==> config.mk <==
export PLATFORM = sky130hd
export DESIGN_NAME = ogid_ctrl
export DESIGN_NICKNAME = d
export VERILOG_FILES = /design/src/rtl/ogid_pkg.sv /design/src/rtl/ogid_ctrl.sv
export SDC_FILE = /design/constraint.sdc
export NUM_CORES = 1
export LEC_CHECK = 0
export ABC_AREA = 1
export BUFFER_PORTS_ARGS = -buffer_cell sky130_fd_sc_hd__buf_4
export CAP_MARGIN = 20
export CORE_AREA = 5 5 42 44
export CTS_BUF_LIST = sky130_fd_sc_hd__clkbuf_8
export DETAILED_ROUTE_END_ITERATION = 8
export DIE_AREA = 0 0 47 49
export GPL_TIMING_DRIVEN = 0
export SLEW_MARGIN = 10
export SYNTH_ARGS = -nofsm -noshare
export SYNTH_HDL_FRONTEND = slang
export SYNTH_SLANG_ARGS = --single-unit
==> constraint.sdc <==
create_clock -name clk -period 1.45 [get_ports clk]
set_clock_uncertainty 0.05 [all_clocks]
set_input_delay 0.3625 -clock clk [delete_from_list [all_inputs] [get_ports clk]]
set_output_delay 0.3625 -clock clk [all_outputs]
set_load 0.01 [all_outputs]
==> src/rtl/ogid_pkg.sv <==
// Shared types, constants and register codes for the inflated occupancy map block.
package ogid_pkg;

  localparam int DefMaxWidth  = 256;
  localparam int DefMaxHeight = 256;

  // register indexes on the configuration port
  localparam logic [1:0] REG_MAP_WIDTH  = 2'd0;
  localparam logic [1:0] REG_MAP_HEIGHT = 2'd1;
  localparam logic [1:0] REG_RADIUS     = 2'd2;
  localparam logic [1:0] REG_CELL_SIZE  = 2'd3;

  // action codes
  localparam logic [1:0] ACT_CLEAR = 2'd0;
  localparam logic [1:0] ACT_PUT   = 2'd1;
  localparam logic [1:0] ACT_CELL  = 2'd2;
  localparam logic [1:0] ACT_BLOCK = 2'd3;

  typedef struct packed {
    logic [1:0] action;
    logic [7:0] row;
    logic [7:0] col;
    logic [7:0] red;
    logic [7:0] green;
    logic [7:0] blue;
    logic       coarse;
  } req_t;

  typedef struct packed {
    logic occupied;
    logic error;
  } rsp_t;

  // controller to datapath
  typedef struct packed {
    logic load;      // capture request and set up the row sweep
    logic step;      // process the current row, advance
    logic clr_step;  // clear one memory row, advance
  } cmd_t;

  // datapath to controller
  typedef struct packed {
    logic is_clear;
    logic skip;      // error or nothing to sweep
    logic last;      // current row is the final one of the sweep
  } sts_t;

endpackage

==> src/rtl/ogid_ctrl.sv <==
// Controller state machine: sequences row sweeps and the result handshake.
module ogid_ctrl
  import ogid_pkg::*;
(
  input  logic clk,
  input  logic rst,
  input  logic in_valid,
  output logic in_stall,
  output logic out_valid,
  input  logic out_stall,
  input  sts_t sts,
  output cmd_t cmd
);

  localparam logic [2:0] S_IDLE  = 3'd0;
  localparam logic [2:0] S_DEC   = 3'd1;
  localparam logic [2:0] S_SWEEP = 3'd2;
  localparam logic [2:0] S_CLR   = 3'd3;
  localparam logic [2:0] S_WAIT  = 3'd4;
  localparam logic [2:0] S_DONE  = 3'd5;
  localparam logic [2:0] S_INIT  = 3'd6;

  logic [2:0] state, state_next;

  assign in_stall  = (state != S_IDLE);
  assign out_valid = (state == S_DONE);

  // next state and commands
  always_comb begin
    state_next   = state;
    cmd          = '0;
    unique case (state)
      // clearing pass over the map memory after reset
      S_INIT: begin
        cmd.clr_step = 1'b1;
        if (sts.last) state_next = S_IDLE;
      end
      S_IDLE: begin
        if (in_valid) begin
          cmd.load   = 1'b1;
          state_next = S_DEC;
        end
      end
      S_DEC: begin
        if (sts.is_clear)  state_next = S_CLR;
        else if (sts.skip) state_next = S_WAIT;
        else               state_next = S_SWEEP;
      end
      S_SWEEP: begin
        cmd.step = 1'b1;
        if (sts.last) state_next = S_WAIT;
      end
      S_CLR: begin
        cmd.clr_step = 1'b1;
        if (sts.last) state_next = S_WAIT;
      end
      // lets the final registered read or write-back settle
      S_WAIT: state_next = S_DONE;
      S_DONE: begin
        if (!out_stall) state_next = S_IDLE;
      end
      default: state_next = S_IDLE;
    endcase
  end

  always_ff @(posedge clk) begin
    if (rst) state <= S_INIT;
    else     state <= state_next;
  end

  a_stall_busy: assert property (@(posedge clk) disable iff (rst)
    (state != S_IDLE) |-> in_stall)
    else $error("input taken while busy");
  a_load_idle: assert property (@(posedge clk) disable iff (rst)
    cmd.load |=> (state == S_DEC))
    else $error("load did not start decode");
  a_done_hold: assert property (@(posedge clk) disable iff (rst)
    (out_valid && out_stall) |=> out_valid)
    else $error("result dropped under stall");

endmodule

# After elaboration in Yosys (flattened, before gate mapping)
# Index checks and enable logic that the tools add are counted.
[word_totals]
elab_cells = 27
reg_bits = 3
out_inout_bits = 5
inputBits = 7
[classes]
mux = 11
n_reduce_logical = 5
eq_ne = 10
[ops]
columns = ["cell", "n"]
rows = [
  ["3-bit two-way mux", 6],
  ["3-bit one-hot mux with 6 select lines", 1],
  ["3-bit equality test, second input constant", 3],
  ["3-bit by 2-bit equality test with 1-bit output, second input constant", 2],
  ["2-bit != test, second input constant", 3],
  ["1-bit two-way mux", 4],
  ["4-bit AND reduction", 1],
  ["2-bit OR reduction", 2],
  ["3-bit by 1-bit equality test with 1-bit output, second input constant", 1],
  ["3-bit logical NOT", 1],
  ["3-bit nonzero test", 1],
  ["2-bit by 1-bit != test with 1-bit output, second input constant", 1],
]

# Longest topological paths before layout
# Gate-level depths: netlist of the first run.
[depth]
depth_word = 4
depth_mapped = 7
ltp_nobuf = 6

# Worst setup path after synthesis of the first run
# Ideal clock, no wire load.
[synth_path]
path_type = "register -> output"
start = "register state[0]"
end = "output port cmd[2] (netlist bit)"
t_arrival_ns = 0.836
stages_incl_launch_ff = 5
required_ns = 1.038
path_buffers = 1
path_slack_ns = 0.201
cell_sequence = "dfxtp_1 > buf_6 > nor2_4 > nand2_1 > nor2_1"
[synth_rtl]
columns = ["element", "line", "text"]
rows = [
  ["start: declaration", "ogid_ctrl.sv:23", "logic [2:0] state, state_next;"],
  ["start signal: assignment", "ogid_ctrl.sv:68", "else state <= state_next;"],
  ["end: declaration", "ogid_ctrl.sv:12", "output cmd_t cmd"],
]

==> results of run 1 <==
[area by class of cell]
| cell class | count | area, sq um |
|---|---|---|
| Buffer | 1 | 11.3 |
| Clock buffer | 3 | 41.3 |
| Clock inverter | 1 | 3.75 |
| Fill cell | 166 | 971 |
| Inverter | 6 | 22.5 |
| Multi-Input combinational cell | 29 | 163 |
| Sequential cell | 3 | 63.8 |
| Tap cell | 16 | 20.0 |
| Timing Repair Buffer | 14 | 105 |
[cells by family after synthesis]
| group | count (synthesis) |
|---|---|
| and+or+nand+nor | 26 |
| buffers and inverters | 7 |
| DFF | 3 |
| AOI/OAI and AO/OA | 3 |
[placed cells by master (no fill, tap or decap), types with 2 or more instances in the layout]
cell	count
inv_2	2
buf_4	14
nand2_1	7
nor2_1	7
nand3_1	4
inv_1	5
dfxtp_2	3
nand3_2	2
clkbuf_8	3
[metrics by stage]
| stage | instance area [sq um] | std cells | util [%] | total power, mW | hold slack, ns |
|---|---|---|---|---|---|
| 5_1_grt | 430 | 73 | 30.7 | 0.582 | 0.320 |
| 4_1_cts | 408 | 71 | 29.1 | 0.522 | 0.292 |
| 6_report | 430 | 73 | 30.7 | 0.537 | 0.293 |
| 3_5_place_dp | 354 | 66 | 25.3 | 0.276 | 0.512 |
| 3_3_place_gp | 354 | 66 | 25.3 | 0.274 | 0.514 |
| 2_1_floorplan | 251 | 39 | - | 0.217 | 0.411 |
[worst max path at each step]
stage | start | endpoint | slack (ns)
5_1_grt | state[0] | cmd[2] | -0.06
3_3_place_gp | state[1] | cmd[1] | 0.20
4_1_cts | state[2] | cmd[2] | 0.02
2_1_floorplan | state[0] | cmd[2] | 0.20
6_report | state[1] | cmd[1] | 0.03
3_5_place_dp | state[1] | cmd[1] | 0.18
[worst max-delay path, cell delays in order, from the launching register on]
cell     delay, ns
dfxtp_2       0.39
inv_2         0.08
nor3_1        0.16
buf_4         0.16
[report_power, final]
part / switching [mW] / total [mW] / internal [mW]
sequential: 0.0168 / 0.116 / 0.0991
combinational: 0.0958 / 0.186 / 0.0907
clock: 0.0546 / 0.235 / 0.180
total: 0.167 / 0.537 / 0.370
[metal layers]
| layer | vias to the layer above | wire length (um) | global-route usage [%] |
|---|---|---|---|
| li1 | 161 | - | - |
| met1 | 141 | 300 | 7.86 |
| met2 | 5 | 420 | 12.4 |
| met3 | 0 | 31 | 1.11 |
| met4 | 0 | 0 | 8.29 |
| met5 | - | 0 | 0 |
[timing repair]
item                       4_1_cts  5_1_grt
buffers inserted                 1        2
pin swaps                        1        1
resized for setup                2        4
setup endpoints to repair        3        2
hold buffers                     0        0
==> results.ini, run 1 <==
[status]
run_status = completed

[synth]
ys_ff_latch = 3
ys_async_sr_fraction_pct = 0
syn_inst = 39
synth-edff-count = 0
muxShareOfSynthArea_pct = 0
netlist_top_cells_area = dfxtp_1, nand2_1, nor2_1
syn_avg_cell_area_sq_um = 6.45
synth_fa_ha_area_share_pct = 0
synth_common_cells = nand2_1, nor2_1, inv_1
synth_top_family_by_area = simple AND/OR/NAND/NOR gates
dominantRegCellSynth = dfxtp_1
ys_types = 15
synthSimpleGateAreaFrac_pct = 54.2
synth_compound_area_share_pct = 8.46
yosys.area.top_type = dfxtp_1
synth_fp_nets = 46
yosysSeqAreaShare_pct = 23.9
yosys_warnings = 0
synth_xor_area_share_pct = 0
syn_area_sq_um = 251
yosysTopAreaCellShare_pct = 23.9

[global_routing]
grt_usage_pct = 7.87
grt_pass1_wl_um = 1260
antenna_found_initial = 0
grt_overflow = 0
grt_pass1_vias = 313
grt_max_degree = 9

[routing]
ant_nets = 0
routed_wl_um = 751
avgViaCountPerCell = 4.21
first_pass_iters = 4
vias = 307
drt-initial-drc-count = 4
drc_errors = 0
wl_per_cell_um = 10.3

[placed_design]
portBuffers = 11
dp_slack_ns = 0.181
hpwlAfterDp_um = 519
gp_congestion = 0.810

[clock_tree]
clockRootBuffer = clkbuf_8
cts_sinks = 3
cts_made_buffers = 3
cts_buffer_depth = 2
clock_latency_ns = 0.21
h-tree-depth = 1
path_clk_slew_ns = 0.03
cts_tree = yes

[pwr]
power_density_mw_per_mm2 = 1250
leakage_nw = 0.219
irDropWorstVdd_v = 0.000331

[setup_path]
start_kind = flip-flop
r2r_start = state[0]
rr_endpoint = state[0]
worst-path-max-fanout = 6
path_class = flip-flop to output port
arrival_ns = 1.01
worstPathRequired_ns = 1.04
r2r_slack_ns = 0.36
critPathCaptureType = output port
r2r_cells = 8

[timing]
setup_viol_count_final = 0
fin_crit_sh_pct = 97.9
hold_viol = 0
setup_slack_ns = 0.0302
grt_setup_unrepaired = yes
drv_slew = 0
max_freq_ghz = 0.704
worstMarginPinSlew_ns = 0.183
period_minus_slack_ns = 1.42
maxSlewHeadroom_pct = 87.7
fin_setup_tns_ns = 0

[die]
dieArea_sq_mm = 0.00230
fp-row-count = 14
ios = 12
initial_core_util_pct = 17.9
core_sq_mm = 0.00140
fp.dieW_um = 47
die_y_um = 49

[final_layout]
antenna_cells = 0
largest_reg_flops = 3
drive_gt1_share_pct = 50.9
syn_to_final_growth_pct = 71.1
regMostFlops = state
largest_registers = state x3
finalNetCount = 65

[hold_path]
hold_class = primary input to flip-flop
hold_end = state[2]
hp-start = rst
hold_path_depth = 3

[job]
drv_cap = 0

No activity file was read; power rests on OpenSTA's default activity.
==> run 2, diff against run 1 <==
clock period = 1.54 ns   (was 1.45 ns; I/O delays follow)
==> run 2 against run 1 <==
Effect of this change:
- sequential power shrank 7%
- critical endpoint is now cmd[2]
- first-iteration DRC count fell by 25%
- largest cell class unchanged
- final area is 2.0% lower
- power is 7.5% lower
==> results.ini, run 2 (same netlist as run 1, synthesis figures left out) <==
[status]
run_status = completed  ; unchanged

[placed_design]
hpwlAfterDp_um = 519  ; unchanged
gp_congestion = 0.810  ; unchanged
portBuffers = 11  ; unchanged

[clock_tree]
h-tree-depth = 1  ; unchanged
cts_made_buffers = 3  ; unchanged
clock_latency_ns = 0.21  ; about the same
cts_buffer_depth = 2  ; unchanged
clockRootBuffer = clkbuf_8  ; unchanged
cts_sinks = 3  ; unchanged
cts_hold_buf = 0  ; unchanged
path_clk_slew_ns = 0.03  ; about the same
cts_tree = yes  ; unchanged

[final_layout]
final_common_cell = buf_4  ; unchanged
antenna_cells = 0  ; unchanged
regMostFlops = state  ; unchanged
mostFrequentLayoutCells = buf_4, nand2_1, nor2_1  ; unchanged
nFillCells = 167  ; was 166
largest_reg_flops = 3  ; unchanged
finalNetCount = 64  ; was 65
multi_input_area_sq_um = 163  ; unchanged
register_area_sq_um = 62.6  ; was 63.8 sq um
largest_registers = state x3  ; unchanged
drive_gt1_share_pct = 48.2  ; was 50.9%
syn_to_final_growth_pct = 67.7  ; was 71.1%

[pwr]
seq_power_share_pct = 21.7  ; was 21.6%
power_density_mw_per_mm2 = 1180  ; was 1250 mW/mm^2
swShare_pct = 31.1  ; about the same
switching_power_uw = 155  ; was 167 uW
comb_power_share_pct = 33.9  ; was 34.7%
p_int_uw = 343  ; was 370 uW
irDropWorstVdd_v = 0.000312  ; was 0.000331 V
p_total_uw = 497  ; was 537 uW
leakage_nw = 0.214  ; was 0.219 nW
pwr-share-clk_pct = 44.4  ; was 43.7%

[routing]
routed_wl_um = 714  ; was 751 um
first_pass_iters = 4  ; unchanged
ant_nets = 0  ; unchanged
drc_errors = 0  ; unchanged
vias = 302  ; was 307
wl_per_cell_um = 9.92  ; was 10.3 um
drt-initial-drc-count = 3  ; was 4
avgViaCountPerCell = 4.19  ; was 4.21

[setup_path]
worstPathRequired_ns = 1.10  ; was 1.04 ns
start_kind = flip-flop  ; unchanged
r2r_start = state[2]  ; was state[0]
cp-startpoint = state[0]  ; was state[1]
path_cells = buf_6, nor2_4, nand2_2, nor2_2, buf_4  ; was inv_2, nor3_1, buf_4
r2r_cells = 5  ; was 8
r2r_slack_ns = 0.44  ; was 0.36 ns
worst-path-max-fanout = 7  ; was 6
critPathCaptureType = output port  ; unchanged
rr_endpoint = state[0]  ; unchanged
crit_path_max_incr_delay_ns = 0.30  ; was 0.39 ns
cp_slowest_cell = dfxtp_2  ; unchanged
path_class = flip-flop to output port  ; unchanged
arrival_ns = 1.05  ; was 1.01 ns
cp-endpoint = cmd[2]  ; was cmd[1]

[die]
ios = 12  ; unchanged
die_y_um = 49  ; unchanged
initial_core_util_pct = 17.9  ; unchanged
core_sq_mm = 0.00140  ; unchanged
dieArea_sq_mm = 0.00230  ; unchanged
fp-row-count = 14  ; unchanged
fp.dieW_um = 47  ; unchanged

[timing]
max_freq_ghz = 0.675
fin_setup_tns_ns = 0  ; unchanged
maxSlewHeadroom_pct = 86.4  ; was 87.7%
hold_viol = 0  ; unchanged
setup_viol_count_final = 0  ; unchanged
period_minus_slack_ns = 1.48
grt_setup_unrepaired = yes  ; unchanged
drv_slew = 0  ; unchanged
hold_ws_ns = 0.316  ; was 0.293 ns
fin_crit_sh_pct = 96.2
worstMarginPinSlew_ns = 0.204  ; was 0.183 ns

[job]
drv_cap = 0  ; unchanged

[hold_path]
hold_class = primary input to flip-flop  ; unchanged

[global_routing]
grt_pass1_vias = 302  ; was 313
grt_pass1_wl_um = 1240  ; was 1260 um
grt_overflow = 0  ; unchanged
grt_usage_pct = 7.73  ; was 7.87%
antenna_found_initial = 0  ; unchanged
grt_max_degree = 9  ; unchanged

run 2: cell count changes in the layout (fill, tap and decap cells not counted), sizes merged:
cell | before | now
buf | 15 | 14
run 2: worst min path at each step:
stage | start | to | slack [ns] | cells after the start
floorplan | rst | state[2] | 0.43 | 2
global placement | rst | state[2] | 0.54 | 3
detailed placement | rst | state[2] | 0.53 | 3
CTS | rst | state[2] | 0.31 | 3
global route | rst | state[2] | 0.34 | 3
finish | rst | state[2] | 0.32 | 3
run 2: what timing repair did:
item,CTS,global route
buffers inserted,0,2
resized for setup,0,5
endpoints found under the setup margin,0,4
run 2: final cells by class:
cell class	instances	area share, %
Multi-Input combinational cell	29	38.6
Timing Repair Buffer	13	23.1
Clock buffer	3	9.79
Buffer	1	2.67
Clock inverter	1	0.890
Inverter	6	5.34
Tap cell	16	4.75
Sequential cell	3	14.8
run 2: critical path, delay by kind of cell (launching register included):
family / cells / cell delay, ns
flip-flops: 1 / 0.30
AND/OR/NAND/NOR: 3 / 0.29
buffers and inverters: 2 / 0.24
run 2: routing by layer:
| layer | wire (um) | vias to the layer above | global-route usage, % |
|---|---|---|---|
| met2 | 401 | 5 | 11.5 |
| met4 | 0 | 0 | 8.29 |
| li1 | - | 159 | - |
| met5 | 0 | - | 0 |
| met1 | 282 | 138 | 8.30 |
| met3 | 31 | 0 | 1.11 |
run 2: power by group through the flow:
stage	logic (mW)	registers [mW]	clock network [mW]
2_1_floorplan	0.101	0.104	0
3_3_place_gp	0.151	0.106	0
3_5_place_dp	0.153	0.107	0
4_1_cts	0.154	0.106	0.224
5_1_grt	0.187	0.110	0.243
6_report	0.169	0.108	0.221
run 2: metrics by stage:
step                      cells  setup slack (ns)  cell area, sq um  utilization, %
final                        72            0.0592               422            30.1
after global routing         72           -0.0321               422            30.1
after CTS                    70            0.0182               399            28.5
after detailed placement     66             0.248               354            25.3
after global placement       66             0.266               354            25.3
after floorplan              39             0.269               251               -
==> run 3, diff against run 2 <==
ABC_AREA = not set   (was 1)
==> run 3 against run 2 <==
Effect of this change:
- the flow now finishes with violations (setup timing)
- sequential power down 6%
- flip-flop and latch count unchanged
- clock power is essentially flat
- final area rose by 6.8%
- count of clock-buffer cells in the layout is the same
- synthesized cell count decreased by 18%
- critical path depth is 2 lower
- setup slack lost 0.083 ns
- routed wire length shrank 11%
- non-clock buffer count is 2 higher
- critical path type unchanged
- largest cell class unchanged
==> results.ini, run 3 <==
[final_layout]
mostFrequentLayoutCells = buf_4, clkbuf_8, buf_6  ; was buf_4, nand2_1, nor2_1
finalNetCount = 57  ; was 64
largest_reg_flops = 3  ; unchanged
post-route-util_pct = 32.1  ; was 30.1%
drive_gt1_share_pct = 59.2  ; was 48.2%
antenna_cells = 0  ; unchanged
fin_cells = 65  ; was 72
regMostFlops = state  ; unchanged
nFillCells = 168  ; was 167
largest_registers = state x3  ; unchanged
final_common_cell = buf_4  ; unchanged
syn_to_final_growth_pct = 66.7  ; was 67.7%

[placed_design]
portBuffers = 11  ; unchanged
dp_slack_ns = 0.0712  ; was 0.248 ns
hpwlAfterDp_um = 453  ; was 519 um
dp.cells = 59  ; was 66
gp_congestion = 0.686  ; was 0.810

[die]
core_sq_mm = 0.00140  ; unchanged
fp-row-count = 14  ; unchanged
fp.dieW_um = 47  ; unchanged
dieArea_sq_mm = 0.00230  ; unchanged
die_y_um = 49  ; unchanged
ios = 12  ; unchanged
initial_core_util_pct = 19.3  ; was 17.9%

[timing]
fin_crit_sh_pct = 102  ; was 96.2%
hold_ws_ns = 0.306  ; was 0.316 ns
drv_slew = 0  ; unchanged
max_freq_ghz = 0.640  ; was 0.675 GHz
hold_viol = 0  ; unchanged
maxSlewHeadroom_pct = 76.0  ; was 86.4%
grt_setup_unrepaired = yes  ; unchanged
setup_viol_count_final = 1  ; was 0
period_minus_slack_ns = 1.56  ; was 1.48 ns
setup_slack_ns = -0.0233  ; was 0.0592 ns
worstMarginPinSlew_ns = 0.351  ; was 0.204 ns

[pwr]
irDropWorstVdd_v = 0.000342  ; was 0.000312 V
leakage_nw = 0.200  ; was 0.214 nW
power_density_mw_per_mm2 = 1100  ; was 1180 mW/mm^2

[job]
drv_cap = 0  ; unchanged

[routing]
drt-met1-wl_um = 266  ; was 282 um
drc_errors = 0  ; unchanged
vias = 273  ; was 302
ant_nets = 0  ; unchanged
routed.top_layer = met3  ; unchanged
drt-initial-drc-count = 0  ; was 3
first_pass_iters = 1  ; was 4
wl_met3_um = 64  ; was 31 um
routed_wl_um = 632  ; was 714 um
met2_length_um = 301  ; was 401 um
avgViaCountPerCell = 4.20  ; was 4.19
wl_per_cell_um = 9.72  ; was 9.92 um

[clock_tree]
h-tree-depth = 1  ; unchanged
clockRootBuffer = clkbuf_8  ; unchanged
cts_made_buffers = 3  ; unchanged
path_clk_slew_ns = 0.03  ; about the same
cts_tree = yes  ; unchanged
cts_hold_buf = 0  ; unchanged
cts_buffer_depth = 2  ; unchanged
clock_latency_ns = 0.21  ; about the same
cts_sinks = 3  ; unchanged

[global_routing]
grt_overflow = 0  ; unchanged
grt_usage_pct = 6.05  ; was 7.73%
antenna_found_initial = 0  ; unchanged
grt_pass1_vias = 243  ; was 302
grt_pass1_wl_um = 917  ; was 1240 um
grt_max_degree = 11  ; was 9

[setup_path]
worst-path-max-fanout = 3  ; was 7
r2r_cells = 5  ; unchanged
critPathCaptureType = output port  ; unchanged
worstPathRequired_ns = 1.10  ; about the same
start_kind = flip-flop  ; unchanged
arrival_ns = 1.13  ; was 1.05 ns
path_class = flip-flop to output port  ; unchanged

[synth]
dominantRegCellSynth = dfxtp_1  ; unchanged
ys_ff_latch = 3  ; unchanged
ys_async_sr_fraction_pct = 0  ; unchanged
netlist_top_cells_area = dfxtp_1, buf_6, xor2_1  ; was dfxtp_1, nand2_1, nor2_1
syn_area_sq_um = 270  ; was 251 sq um
yosysSeqAreaShare_pct = 22.2  ; was 23.9%
synth_common_cells = dfxtp_1, nor2_1  ; was nand2_1, nor2_1, inv_1
yosysTopAreaCellShare_pct = 22.2  ; was 23.9%
synth_fp_nets = 39  ; was 46
ys_types = 21  ; was 15
yosys.area.top_type = dfxtp_1  ; unchanged
synth-edff-count = 0  ; unchanged
syn_inst = 32  ; was 39
yosys_warnings = 0  ; unchanged
syn_avg_cell_area_sq_um = 8.45  ; was 6.45 sq um

[hold_path]
hold_class = primary input to flip-flop  ; unchanged
hold_path_depth = 2  ; was 3

[status]
violations = setup timing
run_status = finished, violations left  ; was completed

==> run 3: cell types whose count changed in the layout (fill, tap and decap cells not counted), moves of 2 or more <==
cell,change
nor2_1,-5
nand2_1,-5
xor2_1,+2
nand3_1,-4
inv_1,-3
nand2b_1,+2
nor2b_1,+2
nand3_2,-2
inv_2,-2
buf_6,+2
==> run 3: final timing paths <==
kind                               start  endpoint  slack, ns
worst max register to register  state[2]  state[2]       0.38
worst min-delay path                 rst  state[0]       0.31
worst max-delay path            state[1]    cmd[2]      -0.02
worst min register to register  state[1]  state[1]       0.59
==> run 3: metal layers <==
| layer | track usage [%] | vias to the layer above |
|---|---|---|
| met5 | 0 | - |
| met4 | 5.53 | 0 |
| met3 | 4.06 | 0 |
| met2 | 7.92 | 10 |
| met1 | 6.13 | 119 |
| li1 | - | 144 |
==> run 3: per-stage QoR <==
stage          cell area, sq um  power [mW]  TNS, ns
6_report                    450       0.497  -0.0233
5_1_grt                     450       0.534  -0.0741
4_1_cts                     422       0.487   -0.290
3_5_place_dp                373       0.257        0
3_3_place_gp                373       0.256        0
2_1_floorplan               270       0.203        0
==> run 3: timing repair <==
action,CTS,global route
endpoints found under the setup margin,2,5
setup buffers,2,2
pin swaps,2,3
gates resized for setup,0,9
==> run 3: power breakdown <==
| part | switching [mW] | total [mW] | internal (mW) |
|---|---|---|---|
| logic | 0.0758 | 0.177 | 0.101 |
| clock network | 0.0493 | 0.219 | 0.169 |
| registers | 0.00816 | 0.101 | 0.0927 |
| total | 0.133 | 0.497 | 0.364 |
==> run 3: final cells by class <==
cell class | instances | area, sq um | share of cell area (%)
repair buffers | 15 | 124 | 27.5
clock buffers | 3 | 41.3 | 9.17
clock inverters | 1 | 3.75 | 0.833
inverters | 1 | 3.75 | 0.833
plain buffers | 1 | 7.51 | 1.67
multi-input cells | 25 | 184 | 40.8
well taps | 16 | 20.0 | 4.44
flip-flops and latches | 3 | 66.3 | 14.7
==> run 3: cells by family after synthesis <==
group / after synthesis / synth area share [%]
compound gates: 6 / 18.1
simple gates: 17 / 40.7
flops: 3 / 22.2
xor+xnor: 2 / 6.48
buf+inv: 4 / 12.5
==> run 3: worst max-delay path: stages, from the launching register on <==
cell	delay, ns
dfxtp_2	0.32
or3_4	0.40
nor2_2	0.09
buf_4	0.12
